[config.mk]
export PLATFORM = sky130hd
export DESIGN_NAME = rsi_div_cell
export DESIGN_NICKNAME = d
export VERILOG_FILES = /design/src/hw/rtl/rsi_pkg.sv /design/src/hw/rtl/rsi_div_cell.sv
export SDC_FILE = /design/constraint.sdc
export NUM_CORES = 1
export LEC_CHECK = 0
export ABC_AREA = 1
export BUFFER_PORTS_ARGS = -buffer_cell sky130_fd_sc_hd__buf_2
export CAP_MARGIN = 20
export CORE_MARGIN = 3
export CORE_UTILIZATION = 30
export CTS_CLUSTER_DIAMETER = 150
export CTS_CLUSTER_SIZE = 8
export DETAILED_ROUTE_END_ITERATION = 10
export GPL_TIMING_DRIVEN = 1
export SKIP_LAST_GASP = 1
export SYNTH_ARGS = -nofsm -noshare
export SYNTH_HDL_FRONTEND = slang
export SYNTH_SLANG_ARGS = --single-unit
[constraint.sdc]
create_clock -name aclk -period 7.42 [get_ports aclk]
set_clock_uncertainty 0.15 [all_clocks]
set_input_delay 0.742 -clock aclk [delete_from_list [all_inputs] [get_ports aclk]]
set_output_delay 0.742 -clock aclk [all_outputs]
set_load 0.02 [all_outputs]
[src/hw/rtl/rsi_pkg.sv]
`timescale 1ns / 1ps
// ----------------------------------------------------------------------------
// rsi_pkg
// Widths, beat layouts and payload types shared by the ray/segment datapath.
// ----------------------------------------------------------------------------
package rsi_pkg;

    localparam int COORD_W  = 16;               // signed Q8.8 coordinate
    localparam int FRAC_W   = 8;                // fraction bits of the distance
    localparam int DIST_W   = COORD_W + FRAC_W; // unsigned Q16.8 distance
    localparam int TOL_W    = 16;
    localparam int DIFF_W   = COORD_W + 1;      // S - O
    localparam int PROD_W   = DIFF_W + COORD_W; // one product of a cross term
    localparam int CROSS_W  = PROD_W + 1;       // difference of two products
    localparam int DEN_W    = 2 * COORD_W;      // magnitude of the denominator
    localparam int HEAD_W   = CROSS_W - COORD_W; // dividend bits above the fed-in part
    localparam int IN_W     = 8 * COORD_W;
    localparam int OUT_W    = ((DIST_W + 1 + 7) / 8) * 8;

    localparam logic [DIST_W-1:0] DIST_MAX = '1;

    // Packed so that ray_origin_x lands in the lowest bits of the beat.
    typedef struct packed {
        logic signed [COORD_W-1:0] wall_vec_y;
        logic signed [COORD_W-1:0] wall_vec_x;
        logic signed [COORD_W-1:0] wall_start_y;
        logic signed [COORD_W-1:0] wall_start_x;
        logic signed [COORD_W-1:0] ray_dir_y;
        logic signed [COORD_W-1:0] ray_dir_x;
        logic signed [COORD_W-1:0] ray_origin_y;
        logic signed [COORD_W-1:0] ray_origin_x;
    } rsi_in_t;

    // Payload handed along the divider chain.
    typedef struct packed {
        logic              hit;
        logic              sat;
        logic [DEN_W-1:0]  den;
        logic [DEN_W-1:0]  rem;
        logic [DIST_W-1:0] dvd;  // dividend bits still to shift in, MSB first
        logic [DIST_W-1:0] quo;
    } rsi_div_t;

endpackage

[src/hw/rtl/rsi_div_cell.sv]
`timescale 1ns / 1ps
// ----------------------------------------------------------------------------
// rsi_div_cell
// One restoring-division step: shifts in a dividend bit, emits a quotient bit.
// ----------------------------------------------------------------------------
module rsi_div_cell (
    input  logic                  aclk,
    input  logic                  aresetn,
    input  logic                  in_valid,
    input  rsi_pkg::rsi_div_t     in_data,
    output logic                  in_ready,
    output logic                  out_valid,
    output rsi_pkg::rsi_div_t     out_data,
    input  logic                  out_ready
);

    localparam int DW = rsi_pkg::DEN_W;
    localparam int QW = rsi_pkg::DIST_W;

    logic              valid_reg, valid_next;
    rsi_pkg::rsi_div_t data_reg, data_next;
    logic [DW:0]       trial, diff;
    logic              take;

    assign in_ready  = !valid_reg || out_ready;
    assign out_valid = valid_reg;
    assign out_data  = data_reg;

    assign trial = {in_data.rem, in_data.dvd[QW-1]};
    assign diff  = trial - {1'b0, in_data.den};
    assign take  = trial >= {1'b0, in_data.den};

    always_comb begin
        data_next     = in_data;
        data_next.rem = take ? diff[DW-1:0] : trial[DW-1:0];
        data_next.dvd = {in_data.dvd[QW-2:0], 1'b0};
        data_next.quo = {in_data.quo[QW-2:0], take};
    end

    assign valid_next = in_ready ? in_valid : valid_reg;

    always_ff @(posedge aclk) begin
        if (!aresetn) begin
            valid_reg <= 1'b0;
        end else begin
            valid_reg <= valid_next;
        end
    end

    always_ff @(posedge aclk) begin
        if (in_ready && in_valid) begin
            data_reg <= data_next;
        end
    end

endmodule

Word-level counts from Yosys, hierarchy flattened:

Index checks and enable logic that the tools add are counted.
Widths: inputs -> output; s select.

* register bits after elaboration: 114
* input bits: 118
* output and inout bits: 116
* word-level logic and storage cells: 13

* add/sub/neg operators: 1
* magnitude comparators: 1
* multiplexer cells: 1
* reduce and logical (&&, ||, !) cells: 3

Operator list (number)
* $ge 33x32->1: 1
* $mux 32: 1
* $sub 32x32->32: 1
* $logic_and 1x1->1: 1
* $logic_not 1->1: 1
* $logic_or 1x1->1: 1

Logic depth before layout (Yosys ltp):

Gate-level depths: netlist of the first run.

* depth in word-level cells: 3
* depth in mapped cells: 16
* depth with buffers taken out: 14

Worst setup path after synthesis of the first run:

OpenSTA, ideal clock, no wires.

* kind: in2reg
* start: input in_valid
* end: register data_reg (netlist bit out_data[0]), enable pin
* setup time: 0.622 ns
* data arrival time: 6.227 ns
* data required time: 6.648 ns
* setup slack: 0.421 ns
* stages on the path: 2
* buffers on the path: 0
* cells stage by stage: inv_1 > a21oi_1

* word-level cells in the longest chain between the ends: 1

Ends and longest elaborated chain
* start, declared: RTL line rsi_div_cell.sv:9 `input logic in_valid,`
* $logic_and 1x1->1: RTL line rsi_div_cell.sv:51 `if (in_ready && in_valid) begin`
* end signal, assigned: RTL line rsi_div_cell.sv:52 `data_reg <= data_next;`
* end, declared: RTL line rsi_div_cell.sv:21 `rsi_pkg::rsi_div_t data_reg, data_next;`

Every way passes these cells.
A chain may end at the register's enable or synchronous reset.

==> results.toml, run 1 <==
[clock_network]
cts_resized = 0
cts_made_buffers = 17
clock_latency_ns = 0.42
holdBufCountCts = 0
clk_pin_slew_worst_paths_ns = 0.06
cts.sinks = 114
clk_path_buf_depth = 2
cts-root-buf = "clkbuf_16"
cts_setup_buffers = 0
htreeDepth = 4
cts_tree = "yes"

[synthesis]
yosys_register_bits = 114
yosysSeqAreaShare = 0.514
syn_inst = 773
syn_area_per_cell_sq_um = 8.59
yosysWarningCount = 0
synth_nets = 924
yosysUniqueCellTypes = 33
synth_area_sq_mm = 0.00664

[finish]
drive_gt1_frac = 0.288
area_growth_pct = 30.3
final_nets = 1165

[placement]
portBuffers = 231
gp_congestion = 0.862
dpl.hpwl_um = 14900
pre_cts_ws_ns = 3.76

[global_route]
antenna_found_initial = 2
grt_usage = 0.159
grt_pass1_vias = 5506
grt_max_degree = 82
grt_pass1_wl_um = 29700
grt-ovfl-total = 0

[setup_path]
startpoint = "in_data[98]"
worstPathCellList = "buf_2 -> inv_1 -> ha_1 -> nand2_1 -> nor2_1 -> nand2_1 -> nor2_1 -> nand2_1 -> nand3_2 -> nor2_4 -> nand2_8 -> nand3_2 -> nand2_1"
worst_setup_path_end_kind = "flip-flop"
path_class = "in2reg"
r2r_setup_slack_ns = 5.10
critPathTopFamily = "simple AND/OR/NAND/NOR gates"
crit_buf_inv = 2
rr_startpoint = "out_valid$_SDFFE_PN0N_"
worstPathMaxFanout = 35
critPathSlowestCell = "nor2_4"
crit_cells = 13
start_kind = "input port"
r2r_end = "out_data[71]$_DFFE_PP_"
max_stage_delay_ns = 0.70
setup.worst_path.end = "out_data[71]$_DFFE_PP_"
crit_top_cell = "nand2_1"
cp.required_ns = 7.44
worst-r2r-cell-count = 3
crit_arrival_ns = 3.15

[route]
drtIter0Drc = 232
wl_per_cell_um = 14.5
drc = 0
detail-route-antenna-nets = 0
via_per_inst = 4.29
dr_total_vias = 5596
dr.pass1.iters = 5
routed_wl_um = 18900

[status]
status = "complete, no violations"

[floorplanning]
start_util = 0.311
die_x_um = 155
die-height_um = 155
die-area_sq_mm = 0.0239
num_rows = 53
ios = 234
core_sq_mm = 0.0214

[sta]
slew_violations = 0
fin_crit_sh = 0.422
finalHoldViolations = 0
worst_pin_slew_ns = 1.06
max_freq_mhz = 320
setup_viol = 0
min_period_ns = 3.13
setup-tns-final_ns = 0
rsz0062_at_grt = "false"
relSlewSlack = 0.296
finalWorstSetupSlack_ns = 4.29

[worst_hold_path]
min_path_type = "in2reg"

[power]
p_per_area_mw_per_mm2 = 229
power.total_mw = 1.98
irDropWorstVdd_mv = 0.143
leakage_nw = 4.47

[run]
maxCapViolations = 0
## worst min path at each step
stage / startpoint / endpoint / slack, ns / cells past startpoint
floorplan: out_valid$_SDFFE_PN0N_ / out_valid$_SDFFE_PN0N_ / 0.58 / 2
global placement: out_valid$_SDFFE_PN0N_ / out_valid$_SDFFE_PN0N_ / 0.38 / 2
detailed placement: out_valid$_SDFFE_PN0N_ / out_valid$_SDFFE_PN0N_ / 0.40 / 2
CTS: in_data[24] / out_data[25]$_DFFE_PP_ / 0.32 / 1
global route: in_data[12] / out_data[13]$_DFFE_PP_ / 0.33 / 1
finish: in_data[24] / out_data[25]$_DFFE_PP_ / 0.34 / 1
## state kept, by name, summed over array words and instances, names as in the netlist
register,cells
out_data,113
out_valid,1
## layout by cell type, fill, tap and decap left out
cell type / instances
clkinv_4: 4
nand3_2: 17
fa_1: 1
nand2_4: 1
or2_2: 1
a21oi_1: 21
nand3_1: 51
buf_12: 1
dfxtp_1: 1
clkinv_2: 2
o21ai_0: 2
clkbuf_1: 1
clkinvlp_4: 4
nand2_8: 1
nor2_2: 2
buf_4: 1
nor2_1: 37
nor2_4: 1
nor3_1: 6
xnor2_1: 1
inv_1: 151
inv_2: 3
a21boi_0: 1
xor2_1: 13
nand2_1: 278
nand4_1: 2
bufinv_16: 1
buf_2: 231
a21oi_4: 1
nand2_2: 3
inv_6: 3
nand3b_1: 10
nor3_2: 2
clkbuf_16: 17
edfxtp_1: 113
diode_2: 1
conb_1: 1
and2_1: 8
ha_1: 32
o21bai_1: 1
## metrics by stage
step	std cells	instance area, sq um	hold slack (ns)	utilization
after floorplan	773	6640	0.579	-
after global placement	1269	8070	0.379	0.378
after detailed placement	1269	8070	0.395	0.378
after CTS	1301	8630	0.323	0.404
after global routing	1303	8650	0.326	0.405
final	1303	8650	0.341	0.405
## layout make-up
cell class / instances / area [sq um]
Fill cell: 2184 / 12700
Sequential cell: 114 / 3410
Multi-Input combinational cell: 494 / 2570
Timing Repair Buffer: 233 / 1180
Inverter: 154 / 578
Clock buffer: 18 / 429
Tap cell: 275 / 344
Clock inverter: 14 / 131
Antenna cell: 1 / 2.50
## routing by layer
| metal | GRT usage | up-vias | part of all wire |
|---|---|---|---|
| met5 | 0 | - | 0.00058 |
| met1 | 0.209 | 2454 | 0.46 |
| met4 | 0.0450 | 2 | 0.011 |
| li1 | - | 2930 | - |
| met2 | 0.259 | 193 | 0.46 |
| met3 | 0.0409 | 17 | 0.071 |
## cells in the mapped netlist, drive strengths merged
cell      n  area (sq um)
inv     154           578
xnor2     1          8.76
conb      1          3.75
nand4     2          12.5
buf      11          88.8
o21ai     2          10.0
dfxtp     1          20.0
fa        1          20.0
or2       1          6.26
ha       32           400
edfxtp  113          3390
a21boi    1          7.51
nand2   283          1090
and2      8          50.1
nand3    68           425
xor2     13           114
nand3b   10          75.1
a21oi    22           110
nor2     40           163
nor3      8          50.1
o21bai    1          7.51
## cell families (layout without fill, tap and decap cells)
family                   count (synthesis)  count (layout)  share of synthesized area
AO/OA/AOI/OAI                           26              26                     0.0204
XOR/XNOR                                14              14                     0.0185
adder cells (fa/ha/maj)                 33              33                     0.0633
buffers and inverters                  165             419                      0.100
flip-flops                             114             114                      0.514
other                                    1               2                   0.000565
AND/OR/NAND/NOR                        420             420                      0.283
## power breakdown
part / internal, mW / total, mW / switching [mW] / leakage [nW]
registers: 0.773 / 0.784 / 0.0110 / 1.10
clock network: 0.463 / 0.783 / 0.320 / 0.263
logic: 0.140 / 0.415 / 0.275 / 3.11
total: 1.38 / 1.98 / 0.606 / 4.47
Note: power is estimated with default switching activity, not from simulation.
==> run 2: changes to the inputs <==
clock period = 2.95 ns   (was 7.42 ns; I/O delays follow)
==> run 2 against run 1 <==
Compared with the run above:
- via count up 5.4%
- die area unchanged
- cell count is 6.4% higher
- clock power rose to 2.6 times the previous value
- first-iteration DRC count grew 51%
- worst setup slack got worse by 4.0 ns
- sequential share of layout area is 3.5 points lower
- count of clock-buffer cells in the layout is 1 lower
- worst hold slack worse by 0.29 ns
- largest power group is now the clock network
==> results.toml, run 2 (synthesized netlist as in run 1, its figures left out) <==
[finish]
area_growth_pct = 43.1
layout_commonest_cell = "nand2_1"
largest_reg_flops = 113
final_nets = 1250
final_cell_mix = "nand2_1, buf_2, inv_1"
stdcell_count = 1387
antennaDiodeCount = 0
drive_gt1_frac = 0.271
fillerInstances = 2162

[setup_path]
cp.required_ns = 2.96
start_kind = "input port"
worstPathMaxFanout = 30
r2r_setup_slack_ns = 1.47
crit_arrival_ns = 2.71
path_class = "in2reg"
worst_setup_path_end_kind = "flip-flop"

[global_route]
grt_pass1_vias = 6019
grt_pass1_wl_um = 30900
grt-ovfl-total = 0
grt_usage = 0.165
antenna_found_initial = 0
grt_max_degree = 82

[clock_network]
cts_made_buffers = 17
cts_tree = "yes"
clock_latency_ns = 0.41
htreeDepth = 4
clk_path_buf_depth = 2
cts.sinks = 114
cts-root-buf = "clkbuf_16"
clk_pin_slew_worst_paths_ns = 0.06

[route]
wl_per_cell_um = 14.3
drc = 0
drtIter0Drc = 350
detail-route-antenna-nets = 0
via_per_inst = 4.25
routed_wl_um = 19800
dr_total_vias = 5898
dr.pass1.iters = 5

[floorplanning]
num_rows = 53
die-height_um = 155
ios = 234
start_util = 0.311
core_sq_mm = 0.0214
die-area_sq_mm = 0.0239
die_x_um = 155

[worst_hold_path]
min_path_type = "in2reg"

[sta]
fin_crit_sh = 0.915
setup_viol = 0
min_period_ns = 2.70
max_freq_mhz = 370
setup-tns-final_ns = 0
slew_violations = 0
rsz0062_at_grt = "false"
finalHoldViolations = 0

[run]
maxCapViolations = 0

[status]
status = "complete, no violations"

[power]
leakage_nw = 4.85
power.total_mw = 5.13
irDropWorstVdd_mv = 0.324
p_per_area_mw_per_mm2 = 540

[placement]
portBuffers = 231
gp_congestion = 0.848
dpl.hpwl_um = 14900
placed_cells = 1274
## run 2: changes by cell type in the layout (fill, tap and decap cells not counted), sizes merged
cell and change:
buf +4, clkbuf -1, clkinv -3, clkinvlp -2
diode -1, dlygate4sd3 +81, inv +6
## run 2: through the flow
stage	instance area (sq um)	hold slack [ns]	setup slack (ns)	util
floorplan	6650	0.244	0.0657	-
global placement	8120	0.321	0.345	0.380
detailed placement	8120	0.323	0.311	0.380
CTS	9500	0.0320	0.211	0.445
global route	9500	0.0493	0.0192	0.445
finish	9500	0.0511	0.249	0.445
## run 2: worst paths after layout
check | start | endpoint | cells after the start
max reg2reg | out_valid$_SDFFE_PN0N_ | out_data[76]$_DFFE_PP_ | 2
min | in_data[68] | out_data[69]$_DFFE_PP_ | 3
max | in_data[98] | out_data[65]$_DFFE_PP_ | 14
min reg2reg | out_valid$_SDFFE_PN0N_ | out_valid$_SDFFE_PN0N_ | 2
## run 2: per-layer routing
metal  part of all wire  track usage  up-vias
li1                   -            -     3092
met1               0.46        0.214     2617
met2               0.46        0.277      175
met3              0.062       0.0375       14
met4              0.010       0.0433        0
met5                  0            0        -
## run 2: area by class of cell
cell class,count,area [sq um],area share
clock buffer,17,425,0.0448
clock inverter,15,148,0.0155
inverter,154,578,0.0608
multi-input combinational,494,2570,0.270
sequential,114,3410,0.359
tap,275,344,0.0362
timing repair buffer,318,2020,0.213
## run 2: repair_timing
item,CTS,global route
setup buffers,0,0
hold endpoints to repair,81,0
hold buffers,81,0
gates resized for setup,0,0
## run 2: worst max-delay path, stage by stage
cell	delay (ns)
dlygate4sd3_1	0.56
buf_2	0.12
inv_1	0.05
ha_1	0.36
nand2_1	0.13
nor2_1	0.17
nand2_1	0.10
nor2_1	0.23
nand2_1	0.10
nand3_2	0.09
nor2_4	0.05
buf_4	0.26
nand3_1	0.13
nand2_1	0.06
## run 2: report_power, final
group	total [mW]	leakage, nW	internal (mW)	switching, mW
sequential	1.97	1.10	1.94	0.0303
combinational	1.14	3.46	0.425	0.714
clock	2.02	0.280	1.19	0.833
==> run 3: changes to the inputs <==
BUFFER_PORTS_ARGS = not set   (was -buffer_cell sky130_fd_sc_hd__buf_2)
DONT_BUFFER_PORTS = 1   (was not set)
==> run 3 against run 2 <==
Compared with the run above:
- first-iteration DRC count fell by 34%
- fmax rose by 31%
- register-to-register slack got worse by 0.25 ns
- total power fell by 4.3%
- global-route usage fell by 0.31 points
- critical endpoint is now out_data[76]$_DFFE_PP_
- count of clock-buffer cells in the layout did not move
- worst hold slack got worse by 0.030 ns
- sequential cell count did not move
- combinational power fell by 29%
- worst setup slack improved by 0.64 ns
- via count fell by 12%
==> results.toml, run 3 (synthesized netlist as in run 1, its figures left out) <==
[status]
status = "complete, no violations"

[power]
irDropWorstVdd_mv = 0.271
p_per_area_mw_per_mm2 = 570
leakage_nw = 4.04

[floorplanning]
die_x_um = 155
die-height_um = 155
num_rows = 53
ios = 234
start_util = 0.311
core_sq_mm = 0.0214
die-area_sq_mm = 0.0239

[clock_network]
cts_made_buffers = 17
clock_latency_ns = 0.42
cts_tree = "yes"
clk_pin_slew_worst_paths_ns = 0.06
cts.sinks = 114
cts_resized = 0
cts-root-buf = "clkbuf_16"
clk_path_buf_depth = 2
htreeDepth = 4

[finish]
antennaDiodeCount = 0
area_growth_pct = 29.8
final_cell_mix = "nand2_1, inv_1, edfxtp_1"
layout_commonest_cell = "nand2_1"
fillerInstances = 2135
final_nets = 1048
drive_gt1_frac = 0.0747
largest_reg_flops = 113
ff_latch_area_sq_mm = 0.00341
multi_input_area_sq_mm = 0.00257
fin_util = 0.404

[setup_path]
startpoint = "in_data[47]"
start_kind = "input port"
crit_arrival_ns = 2.08
crit_buf_inv = 2
rr_startpoint = "out_valid$_SDFFE_PN0N_"
crit_top_cell = "nand2_1"
worst_setup_path_end_kind = "flip-flop"
critPathSlowestCell = "fa_1"
max_stage_delay_ns = 0.42
cp.required_ns = 2.97
critPathTopFamily = "simple AND/OR/NAND/NOR gates"
path_class = "in2reg"
worstPathMaxFanout = 3
worstPathCellList = "inv_1 -> ha_1 -> fa_1 -> inv_1 -> nand3_1 -> nand3_1 -> nand3_1 -> nand2_1 -> nand2_1 -> nand2_1 -> nand2_1 -> nand3_2 -> nand2_1"

[run]
maxCapViolations = 0

[placement]
gp_congestion = 0.850
portBuffers = 0
dpl.hpwl_um = 14300

[route]
wl_met1_um = 8940
drc = 0
detail-route-antenna-nets = 0
wl_per_cell_um = 16.6
dr_total_vias = 5196
dr.pass1.iters = 5
wl_met2_um = 9040
top_layer = "met4"
via_per_inst = 4.38
wl_met3_um = 1470
routed_wl_um = 19600
drtIter0Drc = 232

[sta]
setup_viol = 0
min_period_ns = 2.06
setup-tns-final_ns = 0
fin_crit_sh = 0.697
relSlewSlack = 0.628
worst_pin_slew_ns = 0.558
finalHoldViolations = 0
max_freq_mhz = 486
slew_violations = 0
rsz0062_at_grt = "false"

[global_route]
grt_usage = 0.162
antenna_found_initial = 0
grt_pass1_wl_um = 29700
grt_max_degree = 67
grt_pass1_vias = 5295
grt-ovfl-total = 0

[worst_hold_path]
worstHoldStart = "in_data[47]"
min_path_type = "in2reg"
[run 3: stage by stage]
| stage | setup slack, ns | hold WS, ns | std cells | area (sq um) | power (mW) |
|---|---|---|---|---|---|
| after floorplan | 0.0657 | 0.244 | 773 | 6650 | 2.71 |
| after detailed placement | 0.440 | 0.244 | 1041 | 6950 | 2.89 |
| final | 0.893 | 0.0212 | 1185 | 8620 | 4.91 |
| after global placement | 0.457 | 0.244 | 1041 | 6950 | 2.89 |
| after global routing | 0.714 | 0.0571 | 1185 | 8620 | 5.17 |
| after CTS | 0.869 | 0.0247 | 1185 | 8620 | 4.99 |
[run 3: per-layer routing]
metal  vias to the layer above  global-route usage
met5                         -                   0
met4                         0              0.0458
met3                         9              0.0523
met2                       174               0.262
met1                      2316               0.208
li1                       2697                   -
[run 3: final timing paths]
path,to,slack (ns),depth (start not counted)
hold reg to reg,out_data[68]$_DFFE_PP_,0.90,2
setup / recovery,out_data[76]$_DFFE_PP_,0.89,13
setup reg to reg,out_valid$_SDFFE_PN0N_,1.22,3
hold / removal,out_data[48]$_DFFE_PP_,0.02,2
[run 3: repair_timing]
action,CTS,global route
hold buffers,112,0
setup buffers,0,0
hold endpoints to repair,111,0
endpoints found under the setup margin,0,0
[run 3: worst register-to-register path: cells and delay by family, from the launching register on]
kind	cells	cell delay [ns]
AO/OA/AOI/OAI	1	0.21
buffers and inverters	1	0.57
flip-flops	1	0.51
AND/OR/NAND/NOR	1	0.24
[run 3: report_power, final]
part	switching (mW)	leakage [nW]	internal (mW)
combinational	0.487	2.67	0.322
clock	0.841	0.261	1.10
sequential	0.207	1.10	1.96
total	1.53	4.04	3.37
[run 3: final cells by class]
| class | instances | area share |
|---|---|---|
| clock inverters | 15 | 0.0144 |
| inverters | 154 | 0.0671 |
| repair buffers | 116 | 0.135 |
| flip-flops and latches | 114 | 0.396 |
| well taps | 275 | 0.0399 |
| clock buffers | 17 | 0.0494 |
| multi-input cells | 494 | 0.298 |
